## config.mk

```make
export PLATFORM = sky130hd
export DESIGN_NAME = fpps_queue
export DESIGN_NICKNAME = d
export VERILOG_FILES = /design/src/hdl/fpps_pkg.sv /design/src/hdl/fpps_queue.sv
export SDC_FILE = /design/constraint.sdc
export NUM_CORES = 1
export LEC_CHECK = 0
export ABC_AREA = 1
export BUFFER_PORTS_ARGS = -buffer_cell sky130_fd_sc_hd__buf_2
export CORE_UTILIZATION = 35
export CTS_CLUSTER_DIAMETER = 60
export DETAILED_ROUTE_END_ITERATION = 6
export GPL_TIMING_DRIVEN = 1
export PLACE_DENSITY = 0.66
export SYNTH_ARGS = -nofsm -noshare
export SYNTH_HDL_FRONTEND = slang
export SYNTH_SLANG_ARGS = --single-unit
```

## constraint.sdc

```tcl
create_clock -name clk -period 2.22 [get_ports clk]
set_clock_uncertainty 0.2 [all_clocks]
set_input_delay 0.222 -clock clk [delete_from_list [all_inputs] [get_ports clk]]
set_output_delay 0.222 -clock clk [all_outputs]
set_load 0.02 [all_outputs]
```

## src/hdl/fpps_pkg.sv

```systemverilog
// shared types, constants and codes for the first packet protocol sniffer
package fpps_pkg;

  localparam int BUF_DEPTH = 4096;
  localparam int ADDR_W    = $clog2(BUF_DEPTH);
  localparam int COUNT_W   = 13;
  localparam int INDEX_W   = 12;
  localparam int HDR_LEN   = 5;
  localparam int LEN_HI_POS = 4;

  localparam logic [7:0] TLS_FIRST = 8'h16;
  localparam logic [7:0] WS_FIRST  = 8'h47;
  localparam logic [7:0] CH_CR     = 8'h0D;
  localparam logic [7:0] CH_LF     = 8'h0A;

  localparam logic [1:0] FUNC_FEED    = 2'd0;
  localparam logic [1:0] FUNC_READ    = 2'd1;
  localparam logic [1:0] FUNC_RESTART = 2'd2;

  localparam logic [1:0] ST_NEED = 2'd0;
  localparam logic [1:0] ST_DONE = 2'd1;
  localparam logic [1:0] ST_ERR  = 2'd2;

  localparam logic [1:0] TR_UNKNOWN = 2'd0;
  localparam logic [1:0] TR_TLS     = 2'd1;
  localparam logic [1:0] TR_WS      = 2'd2;

  localparam logic [1:0] MATCH_NONE    = 2'd0;
  localparam logic [1:0] MATCH_CR      = 2'd1;
  localparam logic [1:0] MATCH_CRLF    = 2'd2;
  localparam logic [1:0] MATCH_CRLFCR  = 2'd3;

  typedef enum logic [3:0] {
    OP_FEED    = 4'b0001,
    OP_READ    = 4'b0010,
    OP_RESTART = 4'b0100,
    OP_NOP     = 4'b1000
  } op_t;

  typedef enum logic [2:0] {
    PH_NEED = 3'b001,
    PH_DONE = 3'b010,
    PH_ERR  = 3'b100
  } phase_t;

  typedef struct packed {
    logic [1:0]         func;
    logic [7:0]         data_byte;
    logic [INDEX_W-1:0] read_index;
  } req_t;

  typedef struct packed {
    logic [1:0]         status;
    logic [1:0]         transport;
    logic               redirect;
    logic [COUNT_W-1:0] want;
    logic [COUNT_W-1:0] buffered_len;
    logic               accepted;
    logic [7:0]         read_data;
  } rsp_t;

  typedef struct packed {
    op_t                op;
    logic [7:0]         data_byte;
    logic [INDEX_W-1:0] read_index;
    logic               is_tls;
    logic               is_ws;
    logic               is_cr;
    logic               is_lf;
  } cmd_t;

endpackage

```

## src/hdl/fpps_queue.sv

```systemverilog
// two-entry command queue between front and back
module fpps_queue (
  input  logic           clk,
  input  logic           rst,
  input  logic           push_valid,
  output logic           push_ready,
  input  fpps_pkg::cmd_t push_cmd,
  output logic           pop_valid,
  input  logic           pop_ready,
  output fpps_pkg::cmd_t pop_cmd
);

  fpps_pkg::cmd_t entries [2];
  logic           wr_ptr;
  logic           rd_ptr;
  logic [1:0]     count;
  logic           push;
  logic           pop;

  assign push_ready = (count != 2'd2);
  assign pop_valid  = (count != 2'd0);
  assign pop_cmd    = entries[rd_ptr];
  assign push       = push_valid && push_ready;
  assign pop        = pop_valid && pop_ready;

  always_ff @(posedge clk) begin
    if (push) begin
      entries[wr_ptr] <= push_cmd;
    end
  end

  always_ff @(posedge clk) begin
    if (rst) begin
      wr_ptr <= 1'b0;
      rd_ptr <= 1'b0;
      count  <= 2'd0;
    end else begin
      if (push) begin
        wr_ptr <= ~wr_ptr;
      end
      if (pop) begin
        rd_ptr <= ~rd_ptr;
      end
      count <= count + {1'b0, push} - {1'b0, pop};
    end
  end

endmodule

```

==> impl_metrics.toml <==
[clock_tree]
root_buffer = "clkbuf_8"
h-tree-depth = 3
cts_buffer_depth = 2
clkLatencyLatePin_ps = 320
cts_resized = 0
path_clk_slew_ps = 60
cts.sinks = 61
cts_made_buffers = 9
cts_tree = "built"

[timing]
setup_viol = 0
tns_ps = 0
holdWs_ps = 305
relSlewSlack = 0.729
finalMaxSlewViolations = 0
fmax_mhz = 492
finalHoldViolations = 0
layout_min_cycle_time_ps = 2030
finalCritPeriodShare = 0.916
tightestPinTransition_ps = 407
rsz0062_at_grt = "false"

[power_and_ir_drop]
leakagePower_nw = 1.31
ir_drop_mv = 0.523
power.internal_mw = 2.43
p_comb_frac = 0.291
powerDensity_mw_per_mm2 = 1070
p_clk_frac = 0.263
power_mw = 3.46
p_sw_mw = 1.03
p_seq_frac = 0.446
p_sw_frac = 0.297

[drt]
dr.first_iter.drc_count = 66
vias = 1347
wl_per_cell_microns = 12.9
drt_pass1_iterations = 6
viasPerCell = 4.37
drc = 8
drt-total-wl_mm = 3.96
postRouteAntennaNets = 0

[grt]
grtUsageMet2 = 0.192
gr-usage-met1 = 0.143
grt_usage = 0.123
grt_use_met3 = 0.0354
grt_pass1_wl_mm = 6.34
grt_antenna_before_repair = 0
overflow = 0
grt_pass1_vias = 1376
grt_max_degree = 29
grt-busiest-layer = "met2"

[placed_design]
gp_congestion = 0.662
post_dp_cell_area_sq_mm = 0.00276
portBuffers = 61
place_hpwl_mm = 2.46

[setup_path]
crit_fanout = 15
endpoint_kind = "output port"
crit_type = "register to output port"
cp-start-kind = "register"
required_ps = 1800
worstPathArrival_ps = 1610
regToRegSetupSlack_ps = 510

[synth]
synthesis.area_sq_mm = 0.00237
synth_area_per_cell_sq_um = 19.1
ys_seq_elements = 61
ys_warn_count = 0
ys_types = 12
postSynthCellCount = 124
synth_nets = 158
ys_seq_area_frac = 0.753

[die]
floorplan.initialDensity = 0.369
rows = 29
num_io_pins = 62
core_sq_mm = 0.00642
die_w_microns = 84.2
die-height_microns = 84.2
dieArea_sq_mm = 0.00710

[cells_and_area]
finalNetCount = 261
syn_to_final_growth_pct = 37.2
regArea_sq_mm = 0.00178
n_antenna_cell = 0
fin_util = 0.506
drive_gt1_frac = 0.463
fillers = 543
multiInputGateArea_sq_um = 507
post-route-cell-area_sq_mm = 0.00325

[min_path]
worstHoldPathType = "register to register"

[status]
violations = "design-rule violations"
status = "finished, violations left"

[flow_run]
maxCapViolations = 0
Yosys cell counts:
cell / instances / share of area
edfxtp_1: 56 / 0.71
mux2_4: 20 / 0.13
nor2_1: 9 / 0.014
inv_1: 8 / 0.013
mux2_2: 8 / 0.038
nand2_1: 8 / 0.013
dfxtp_1: 5 / 0.042
nand3_1: 3 / 0.0063
a21oi_1: 2 / 0.0042
buf_12: 2 / 0.017
ha_1: 2 / 0.011
buf_6: 1 / 0.0048
layout make-up:
| type | count | area share |
|---|---|---|
| Tap cell | 77 | 0.0297 |
| Sequential cell | 61 | 0.549 |
| Timing Repair Buffer | 95 | 0.200 |
| Inverter | 8 | 0.00924 |
| Multi-Input combinational cell | 52 | 0.156 |
| Clock buffer | 11 | 0.0404 |
| Clock inverter | 4 | 0.0154 |
worst max-delay path: stages (launching register included):
cell,delay (ps)
dfxtp_2,580
buf_12,230
mux2_4,310
buf_2,160
power by group through the flow:
stage | Clock, mW | Sequential (mW) | Combinational (mW)
floorplan | 0 | 1.52 | 0.772
global placement | 0 | 1.56 | 0.969
detailed placement | 0 | 1.57 | 0.977
CTS | 0.944 | 1.55 | 1.02
global route | 1.00 | 1.56 | 1.09
finish | 0.908 | 1.54 | 1.01
sequential cells by signal (all words and copies together) (netlist names), named ones only:
name     cells
entries     56
rd_ptr       1
wr_ptr       1
count        2
metrics by stage:
step,instances,setup slack (ps)
floorplan,124,160
global placement,262,509
detailed placement,262,500
CTS,308,136
global route,308,90.0
finish,308,186
layout by cell type (no fill, tap or decap):
master	count
ha_1	2
dfxtp_1	4
mux2_2	8
nand2_1	8
nor2_2	1
clkinv_2	1
clkinvlp_4	2
mux2_4	20
clkbuf_8	9
dlygate4sd3_1	31
dfxtp_2	1
clkbuf_1	2
buf_4	2
nand3_1	3
buf_2	61
nor2_1	8
bufinv_16	1
inv_1	8
a21oi_1	2
buf_12	1
edfxtp_1	56
cells by family (layout without fill, tap and decap cells):
kind of cell / Yosys count / after routing / share of synthesized area
AO/OA/AOI/OAI: 2 / 2 / 0.00423
flip-flops: 61 / 61 / 0.753
AND/OR/NAND/NOR: 20 / 20 / 0.0333
adder cells (fa/ha/maj): 2 / 2 / 0.0106
multiplexers: 28 / 28 / 0.165
buffers and inverters: 11 / 118 / 0.0344
layer usage:
metal,wire length (microns),up-vias,share of wire
met5,0,-,0
met4,121,0,0.031
met3,218,10,0.055
met2,1920,47,0.49
met1,1700,628,0.43
li1,-,662,-
worst paths after layout:
check / startpoint / endpoint / cells after the start
min reg2reg: rd_ptr / rd_ptr / 2
max: register / pop_cmd[26] / 3
min: rd_ptr / rd_ptr / 2
max reg2reg: count[0] / count[1] / 10
repair_timing:
action,CTS,global route
buffers inserted,0,0
hold endpoints to repair,61,0
hold buffers,31,0
Note: power is estimated with default switching activity, not from simulation.
