--- src/hdl/fpps_pkg.sv ---
// shared types, constants and codes for the first packet protocol sniffer
package fpps_pkg;

  localparam int BUF_DEPTH = 4096;
  localparam int ADDR_W    = $clog2(BUF_DEPTH);
  localparam int COUNT_W   = 13;
  localparam int INDEX_W   = 12;
  localparam int HDR_LEN   = 5;
  localparam int LEN_HI_POS = 4;

  localparam logic [7:0] TLS_FIRST = 8'h16;
  localparam logic [7:0] WS_FIRST  = 8'h47;
  localparam logic [7:0] CH_CR     = 8'h0D;
  localparam logic [7:0] CH_LF     = 8'h0A;

  localparam logic [1:0] FUNC_FEED    = 2'd0;
  localparam logic [1:0] FUNC_READ    = 2'd1;
  localparam logic [1:0] FUNC_RESTART = 2'd2;

  localparam logic [1:0] ST_NEED = 2'd0;
  localparam logic [1:0] ST_DONE = 2'd1;
  localparam logic [1:0] ST_ERR  = 2'd2;

  localparam logic [1:0] TR_UNKNOWN = 2'd0;
  localparam logic [1:0] TR_TLS     = 2'd1;
  localparam logic [1:0] TR_WS      = 2'd2;

  localparam logic [1:0] MATCH_NONE    = 2'd0;
  localparam logic [1:0] MATCH_CR      = 2'd1;
  localparam logic [1:0] MATCH_CRLF    = 2'd2;
  localparam logic [1:0] MATCH_CRLFCR  = 2'd3;

  typedef enum logic [3:0] {
    OP_FEED    = 4'b0001,
    OP_READ    = 4'b0010,
    OP_RESTART = 4'b0100,
    OP_NOP     = 4'b1000
  } op_t;

  typedef enum logic [2:0] {
    PH_NEED = 3'b001,
    PH_DONE = 3'b010,
    PH_ERR  = 3'b100
  } phase_t;

  typedef struct packed {
    logic [1:0]         func;
    logic [7:0]         data_byte;
    logic [INDEX_W-1:0] read_index;
  } req_t;

  typedef struct packed {
    logic [1:0]         status;
    logic [1:0]         transport;
    logic               redirect;
    logic [COUNT_W-1:0] want;
    logic [COUNT_W-1:0] buffered_len;
    logic               accepted;
    logic [7:0]         read_data;
  } rsp_t;

  typedef struct packed {
    op_t                op;
    logic [7:0]         data_byte;
    logic [INDEX_W-1:0] read_index;
    logic               is_tls;
    logic               is_ws;
    logic               is_cr;
    logic               is_lf;
  } cmd_t;

endpackage

--- src/hdl/fpps_front.sv ---
// front end: decodes a request and classifies its byte into a command
module fpps_front (
  input  fpps_pkg::req_t req,
  output fpps_pkg::cmd_t cmd
);

  always_comb begin
    unique case (req.func)
      fpps_pkg::FUNC_FEED:    cmd.op = fpps_pkg::OP_FEED;
      fpps_pkg::FUNC_READ:    cmd.op = fpps_pkg::OP_READ;
      fpps_pkg::FUNC_RESTART: cmd.op = fpps_pkg::OP_RESTART;
      default:                cmd.op = fpps_pkg::OP_NOP;
    endcase
    cmd.data_byte  = req.data_byte;
    cmd.read_index = req.read_index;
    cmd.is_tls     = (req.data_byte == fpps_pkg::TLS_FIRST);
    cmd.is_ws      = (req.data_byte == fpps_pkg::WS_FIRST);
    cmd.is_cr      = (req.data_byte == fpps_pkg::CH_CR);
    cmd.is_lf      = (req.data_byte == fpps_pkg::CH_LF);
  end

endmodule

--- config.mk ---
export PLATFORM = sky130hd
export DESIGN_NAME = fpps_front
export DESIGN_NICKNAME = d
export VERILOG_FILES = /design/src/hdl/fpps_pkg.sv /design/src/hdl/fpps_front.sv
export SDC_FILE = /design/constraint.sdc
export NUM_CORES = 1
export LEC_CHECK = 0
export ABC_AREA = 1
export BUFFER_PORTS_ARGS = -buffer_cell sky130_fd_sc_hd__clkbuf_2
export CELL_PAD_IN_SITES_DETAIL_PLACEMENT = 0
export CELL_PAD_IN_SITES_GLOBAL_PLACEMENT = 1
export CORE_MARGIN = 2
export CORE_UTILIZATION = 15
export DETAILED_ROUTE_END_ITERATION = 10
export GPL_TIMING_DRIVEN = 0
export PLACE_DENSITY_LB_ADDON = 0.1
export SLEW_MARGIN = 10
export SYNTH_ARGS = -nofsm -noshare
export SYNTH_HDL_FRONTEND = slang
export SYNTH_SLANG_ARGS = --single-unit
--- constraint.sdc ---
create_clock -name vclk -period 0.8
set_clock_uncertainty 0.2 [all_clocks]
set_input_delay 0.16 -clock vclk [all_inputs]
set_output_delay 0.16 -clock vclk [all_outputs]
set_load 0.02 [all_outputs]
==> impl_results.md, run 1 <==
- Relative slew slack: 91.80%
- Largest family of logic cells by synthesized area: buffers and inverters
- Starting DRC count in detailed routing: 1
- Initial Util: about 16%
- Fin crit share: 134.4%
- Min cycle time layout: about 1.1 ns
- Clock buffer count: 0
- Hold_ws: about 0.34 ns
- Endpoints failing setup: 16
- Mapped Area: about 290 µm²
- Via density: 3.559
- Num rows: 15
- Final wirelength: about 940 µm
- Worst setup path start: req[15]
- Post-Syn Nets: 77
- Synth cell types: 5
- Max Cap Viol: 0
- Crit path required time: roughly 0.44 ns
- Placed Instance Area: 598.1 µm²
- P&R area growth vs syn: 245.0%
- Area of the multi-input gates: about 220 µm²
- Static Leak: a little under 0.5 nW
- CP startpoint kind: primary input
- Mean Syn Cell Area: between 5 and 6 µm²
- GRT Overall Usage: 6.844%
- Seq_cells: 0
- Switching Share: 42.74%
- Clk pwr share: 0%
- Sequential element share of the synthesized area: 0%
- DP Worst Slack: -0.3919 ns
- DRC Markers: 0
- Worst setup EP type: output pin
- Min-delay src: req[3]
- Kind of critical path: in -> out
- Hold Vio Cnt, Final: 0
- Fin area: 988.4 µm²
- Outcome: finished with violations
- Hold path cells: 2
- Hold buffers post-CTS: 0
- Drt first pass iters: 2
- Switching power: 0.2255 mW
- # IOs: 50
- Worst Tran Pin Value: 0.1227 ns
- Critical path peak fanout: 4
- Final core occ: 56.03%
- Mux cell area share after synthesis: 0%
- WL/cell: about 8 µm
- Core area: 1764 µm²
- Routability Congestion: 0.5515
- Worst EP arrival: 0.72 ns
- Combinational power share: 100.0%
- Power per standard cell area: around 530 nW/µm²
- Post-synthesis compound-gate area fraction: 0%
- Final slew viol count: 0
- Die footprint: 2276 µm²
- Pin count of the biggest net entering global routing: 5
- Final #Nets: approximately 120
- GRT Residual Overflow: 0
- Synth Instances: 55
- Antenna violations before repair: 0
- Register area: 0 µm²
- Pint: a little over 0.3 mW
- Worst Slack Setup Final: -0.2752 ns
- Failing checks: setup timing
- Synth Area in Simple Gates: 34.50%
- Adder-Cell Fraction of Synth Area: 0%
- Hold Crit Class: in -> out
- YS warnings: 0
- Sequential fraction of design power: 0%
- RSZ-0062 raised after global routing: yes
- Routed Antenna Nets: 0
- Die height: 47.71 µm
- XOR/XNOR share of the synthesized area: 0%
- Fmax: ~930 MHz
- Chip width: 47.71 µm
- Routed via count: between 400 and 500
- Layout fillers: roughly 170
- HPWL Detailed: 753.2 µm
- PortBufs: 38
- Layout cell share with drive strength beyond 1: 94.62%
- Vias in the first global route: between 300 and 400
- Antenna Cells: 0
- First-pass GRT wire length: ~1.2 mm
- Setup_tns: -1.843 ns
- Maximum vdd ir drop: 224.2 µV
cell usage after synthesis:
master,number,area [µm²]
buf_4,20,150.1
nor2_1,13,48.80
inv_1,10,37.54
nand2_1,10,37.54
nor2_2,2,12.51
worst max-delay path, cell delays in order:
cell       delay [ns]
clkbuf_16        0.13
nor2_4           0.12
nand2_2          0.07
nor2_4           0.12
buf_8            0.12
path summary, 6_finish.rpt:
kind / end / slack [ns]
max: cmd[3] / -0.28
min: cmd[7] / 0.34
cell families after synthesis:
group         Yosys count
buf+inv                30
simple gates           25
power groups by stage:
| stage | sequential [mW] | combinational (mW) | clock [mW] |
|---|---|---|---|
| after global routing | 0 | 0.562 | 0 |
| after global placement | 0 | 0.334 | 0 |
| after CTS | 0 | 0.483 | 0 |
| after floorplan | 0 | 0.222 | 0 |
| after detailed placement | 0 | 0.337 | 0 |
| final | 0 | 0.528 | 0 |
metrics by stage:
stage                     instances  total power, mW
after floorplan                  55           0.2216
after global placement          118           0.3344
after detailed placement        118           0.3365
after CTS                       118           0.4830
after global routing            118           0.5617
final                           118           0.5277
per-layer routing:
metal,track usage [%],wire length [µm]
met2,15.47,546
met5,0,0
met4,0,0
met1,6.889,267
met3,0.3774,128
what timing repair did:
item                                    4_1_cts  5_1_grt
cloned                                        0        0
pin swaps                                    13       14
endpoints found under the setup margin       16       16
gates resized for setup                      65       35
buffers inserted                              0        2
area by class of cell:
class              count  area share [%]
well taps             25           3.165
plain buffers         18           15.95
multi-input cells     25           22.41
inverters             10           5.570
repair buffers        40           52.91
placed cells by master (no fill, tap or decap):
cell,count
buf_8,21
nor2_4,12
buf_4,12
clkbuf_2,12
buf_6,8
nand2_2,6
clkbuf_16,5
inv_2,4
nor2_2,3
inv_1,3
inv_6,2
nand2_4,2
nand2_1,2
inv_8,1
Note: power is estimated with default switching activity, not from simulation.
==> inputs of run 2 (changes only) <==
--- a/config.mk
+++ b/config.mk
@@ -7,9 +7,10 @@
 export LEC_CHECK = 0
 export ABC_AREA = 1
 export BUFFER_PORTS_ARGS = -buffer_cell sky130_fd_sc_hd__clkbuf_2
+export CAP_MARGIN = 0
 export CELL_PAD_IN_SITES_DETAIL_PLACEMENT = 0
 export CELL_PAD_IN_SITES_GLOBAL_PLACEMENT = 1
-export CORE_MARGIN = 2
+export CORE_MARGIN = 1.5
 export CORE_UTILIZATION = 15
 export DETAILED_ROUTE_END_ITERATION = 10
 export GPL_TIMING_DRIVEN = 0
==> impl_results.md, run 2 (synthesis results as in run 1) <==
- Outcome: finished with violations
- Failing checks: setup timing
- Core area: 1764 µm² (unchanged)
- Total Power: 0.5362 mW (+1.6%)
- CP delay by family, top: simple AND/OR/NAND/NOR gates
- Endpoints failing setup: 16 (unchanged)
- Static Leak: 0.5017 nW (+2.9%)
- Worst EP arrival: 0.71 ns (about the same)
- Commonest non-fill, non-tap cell in the layout: buf_8
- WL/cell: 7.583 µm (-4.9%)
- Hold Vio Cnt, Final: 0 (unchanged)
- Antenna violations before repair: 0 (unchanged)
- Routed via count: 432 (+2.9%)
- Worst Tran Pin Value: 0.1228 ns (+0.00006843 ns)
- Maximum vdd ir drop: 244.8 µV (+9.2%)
- Pin count of the biggest net entering global routing: 5 (unchanged)
- Final slew viol count: 0 (unchanged)
- Crit path required time: 0.44 ns (about the same)
- Drt first pass iters: 4 (+2)
- Max Cap Viol: 0 (unchanged)
- Hold Crit Class: in -> out
- Final #Nets: 119 (+1.7%)
- HPWL Detailed: 695.7 µm (-7.6%)
- Layout cell share with drive strength beyond 1: 94.74% (+0.11 points)
- Slowest-stage cell, CP: clkbuf_16
- Relative slew slack: 91.80% (about the same)
- Commonest cells after routing, fill and taps aside: buf_8 (19), buf_4 (14), nor2_4 (12), clkbuf_2 (12), buf_6 (8)
- RSZ-0062 raised after global routing: yes
- Die footprint: 2181 µm² (-4.1%)
- DRC Markers: 0 (unchanged)
- DP Worst Slack: -0.3865 ns (+0.005408 ns)
- Fin crit share: 133.7% (-0.72 points)
- P&R area growth vs syn: 252.4%
- # IOs: 50 (unchanged)
- Power per standard cell area: 531.0 nW/µm² (-0.53%)
- Min cycle time layout: 1.069 ns (-0.005752 ns)
- CP Buf/Inv Count: 2 (unchanged)
- Initial Util: 16.24% (unchanged)
- Seq_cells: 0 (unchanged)
- Die height: 46.71 µm (-2.1%)
- PortBufs: 38 (unchanged)
- Worst stage delay on the critical path: 0.13 ns (about the same)
- Critical path peak fanout: 3 (-1)
- Fmax: 935.1 MHz (+0.54%)
- Register area: 0 µm² (unchanged)
- Routed Antenna Nets: 0 (unchanged)
- Final wirelength: 910 µm (-3.3%)
- Clock buffer count: 0 (unchanged)
- Worst setup EP type: output pin
- Num rows: 15 (unchanged)
- Vias in the first global route: 303 (-11%)
- Layout fillers: 152 (-12%)
- Antenna Cells: 0 (unchanged)
- Routability Congestion: 0.6210 (+13%)
- First-pass GRT wire length: 1.193 mm (-1.2%)
- Worst Slack Setup Final: -0.2694 ns (+0.005752 ns)
- Via density: 3.600 (+1.1%)
- Starting DRC count in detailed routing: 4 (+3)
- CP cell instances: clkbuf_16, nor2_4, nand2_2, nor2_4, buf_8
- Most frequent cell on the critical path: nor2_4
- Non-Filler Instances: 120 (+1.7%)
- CP startpoint kind: primary input
- Final core occ: 57.23% (+1.2 points)
- Dpl cells: 118 (unchanged)
- Hold buffers post-CTS: 0 (unchanged)
- GRT Overall Usage: 7.087% (+0.24 points)
- Kind of critical path: in -> out
- Chip width: 46.71 µm (-2.1%)
- GRT Residual Overflow: 0 (unchanged)
run 2: cell count changes in the layout (fill, tap and decap cells not counted):
cell       before  now
buf_4          12   14
buf_8          21   19
clkbuf_16       5    6
clkbuf_8        0    1
inv_4           0    1
inv_6           2    1
run 2: layout make-up:
class                      instances  area [µm²]  area share [%]
buffer                            20       180.2           17.84
inverter                          10       52.55           5.204
multi-input combinational         25       221.5           21.93
tap                               25       31.28           3.098
timing repair buffer              40       524.3           51.92
run 2: routing by layer:
metal / global-route usage (%) / vias to the layer above / part of all wire [%]
met4: 0 / 0 / 0
met3: 0.7843 / 0 / 14
met1: 8.276 / 185 / 32
met5: 0 / - / 0
met2: 14.44 / 30 / 54
li1: - / 217 / -
run 2: final timing paths:
kind                    start       to  slack [ns]  cells past startpoint
worst min-delay path  req[10]  cmd[14]        0.34                      2
worst max-delay path  req[12]   cmd[3]       -0.27                      5
run 2: power breakdown:
part           switching [mW]  internal [mW]
clock                       0              0
combinational           0.226          0.311
sequential                  0              0
total                   0.226          0.311
run 2: metrics by stage:
step / hold slack, ns / TNS, ns / cell area (µm²)
after detailed placement: 0.3449 / -3.050 / 598.1
after CTS: 0.3453 / -2.294 / 932.1
after global placement: 0.3444 / -2.990 / 598.1
after global routing: 0.3470 / -2.376 / 1010
final: 0.3440 / -2.142 / 1010
after floorplan: 0.1630 / -0.2500 / 376.6
run 2: timing repair:
item | in CTS | in global routing
buffers inserted | 0 | 2
setup endpoints to repair | 16 | 16
pin swaps | 6 | 14
resized for setup | 62 | 30
endpoints found under the hold margin | 0 | 0
==> inputs of run 3 (changes only) <==
--- a/config.mk
+++ b/config.mk
@@ -15,6 +15,7 @@
 export DETAILED_ROUTE_END_ITERATION = 10
 export GPL_TIMING_DRIVEN = 0
 export PLACE_DENSITY_LB_ADDON = 0.1
+export REMOVE_ABC_BUFFERS = 1
 export SLEW_MARGIN = 10
 export SYNTH_ARGS = -nofsm -noshare
 export SYNTH_HDL_FRONTEND = slang
==> impl_results.md, run 3 (synthesis results as in run 1) <==
- CP cell instances: buf_8, inv_4, nor2_4, nand2_1, nor2_1, buf_4
- Final slew viol count: 0 (unchanged)
- Power per standard cell area: 521.2 nW/µm² (-1.8%)
- Pint: 0.1704 mW (-45%)
- Worst setup path start: req[13]
- Relative slew slack: 91.88% (about the same)
- Failing checks: setup timing
- Crit path required time: 0.44 ns (about the same)
- Critical path peak fanout: 4 (+1)
- Switching Share: 44.86% (+2.8 points)
- Combinational power share: 100.0% (about the same)
- Via density: 3.614 (+0.38%)
- Commonest non-fill, non-tap cell in the layout: buf_8
- Num rows: 15 (unchanged)
- Total Power: 0.3091 mW (-42%)
- Placed Instance Area: 297.8 µm² (-50%)
- Commonest cells after routing, fill and taps aside: buf_8 (13), nand2_1 (8), nor2_4 (7), nor2_1 (7), clkbuf_2 (5)
- Outcome: finished with violations
- Hold path cells: 0 (-2)
- Final #Nets: 87 (-27%)
- Area of the multi-input gates: 158.9 µm² (-28%)
- Seq_cells: 0 (unchanged)
- PortBufs: 26 (-32%)
- # IOs: 50 (unchanged)
- Die height: 46.71 µm (unchanged)
- Pin count of the biggest net entering global routing: 5 (unchanged)
- Antenna violations before repair: 0 (unchanged)
- Maximum vdd ir drop: 170.5 µV (-30%)
- Sequential fraction of design power: 0% (unchanged)
- Hold buffers post-CTS: 0 (unchanged)
- Kind of critical path: in -> out
- GRT Overall Usage: 6.850% (-0.24 points)
- Layout cell share with drive strength beyond 1: 71.43% (-23 points)
- Core area: 1764 µm² (unchanged)
- First-pass GRT wire length: 1.069 mm (-10%)
- Min cycle time layout: 1.046 ns (-0.02305 ns)
- Initial Util: 16.24% (unchanged)
- CP startpoint kind: primary input
- Fmax: 955.7 MHz (+2.2%)
- Final wirelength: 902 µm (-0.88%)
- Endpoints failing setup: 10 (-6)
- Register area: 0 µm² (unchanged)
- Clk pwr share: 0% (unchanged)
- Final core occ: 33.62% (-24 points)
- Max Cap Viol: 0 (unchanged)
- Routed via count: 318 (-26%)
- GRT Residual Overflow: 0 (unchanged)
- P&R area growth vs syn: 107.0%
- Worst setup EP type: output pin
- Hold Vio Cnt, Final: 0 (unchanged)
- Static Leak: 0.2880 nW (-43%)
- WL/cell: 10.25 µm (+35%)
- Clock buffer count: 0 (unchanged)
- Die footprint: 2181 µm² (unchanged)
- Worst EP arrival: 0.69 ns (-0.02 ns)
- Routed Antenna Nets: 0 (unchanged)
- Hold Crit Class: in -> out
- RSZ-0062 raised after global routing: yes
- Worst stage delay on the critical path: 0.15 ns (+0.02 ns)
- Chip width: 46.71 µm (unchanged)
- Worst Tran Pin Value: 0.1224 ns (-0.0003833 ns)
- Slowest-stage cell, CP: buf_4
- Starting DRC count in detailed routing: 1 (-3)
- Fin area: 593.1 µm² (-41%)
- Routability Congestion: 0.6334 (+2.0%)
- HPWL Detailed: 607.3 µm (-13%)
- Hold worst-path end: cmd[10]
- Drt first pass iters: 2 (-2)
- Switching power: 0.1387 mW (-39%)
- Layout fillers: 203 (+34%)
- Min-delay src: req[6]
- Worst Slack Setup Final: -0.2464 ns (+0.02305 ns)
- DRC Markers: 0 (unchanged)
- Vias in the first global route: 246 (-19%)
- Antenna Cells: 0 (unchanged)
- Fin crit share: 130.8% (-2.9 points)
-- run 3: final cells by class --
cell class                      count  area share (%)
Multi-Input combinational cell     25           26.79
Timing Repair Buffer               28           58.65
Tap cell                           25           5.274
Inverter                           10           9.283
-- run 3: timing repair --
action	4_1_cts	5_1_grt
setup buffers	0	2
pin swaps	10	17
resized for setup	45	35
hold endpoints to repair	0	0
setup endpoints to repair	11	10
-- run 3: worst max-delay path by stage --
stage | to | slack (ns) | depth (start not counted)
global route | cmd[3] | -0.29 | 6
CTS | cmd[3] | -0.31 | 6
floorplan | cmd[0] | -0.21 | 3
detailed placement | cmd[0] | -0.36 | 5
finish | cmd[3] | -0.25 | 6
global placement | cmd[0] | -0.36 | 5
-- run 3: worst max-delay path: cells and delay by family --
family,cells,cell delay (ns)
buffers and inverters,3,0.27
AND/OR/NAND/NOR,3,0.25
-- run 3: per-layer routing --
metal	vias to the layer above	part of all wire, %	global-route usage (%)	routed length [µm]
li1	156	-	-	-
met1	132	28	4.828	252
met2	30	55	13.61	500
met3	0	17	6.667	150
met4	0	0	0	0
met5	-	0	0	0
-- run 3: power by group through the flow --
stage / Clock [mW] / Sequential (mW) / Combinational [mW]
6_report: 0 / 0 / 0.309
5_1_grt: 0 / 0 / 0.328
3_3_place_gp: 0 / 0 / 0.152
3_5_place_dp: 0 / 0 / 0.150
4_1_cts: 0 / 0 / 0.253
2_1_floorplan: 0 / 0 / 0.0484
-- run 3: metrics by stage --
stage / instances / setup TNS, ns / hold WS, ns / setup slack, ns
4_1_cts: 86 / -1.552 / 0.1201 / -0.3125
3_3_place_gp: 86 / -1.879 / 0.1201 / -0.3624
5_1_grt: 88 / -1.662 / 0.1201 / -0.2877
6_report: 88 / -1.421 / 0.1200 / -0.2464
2_1_floorplan: 35 / -0.8555 / 0.1200 / -0.2118
3_5_place_dp: 86 / -1.804 / 0.1201 / -0.3564
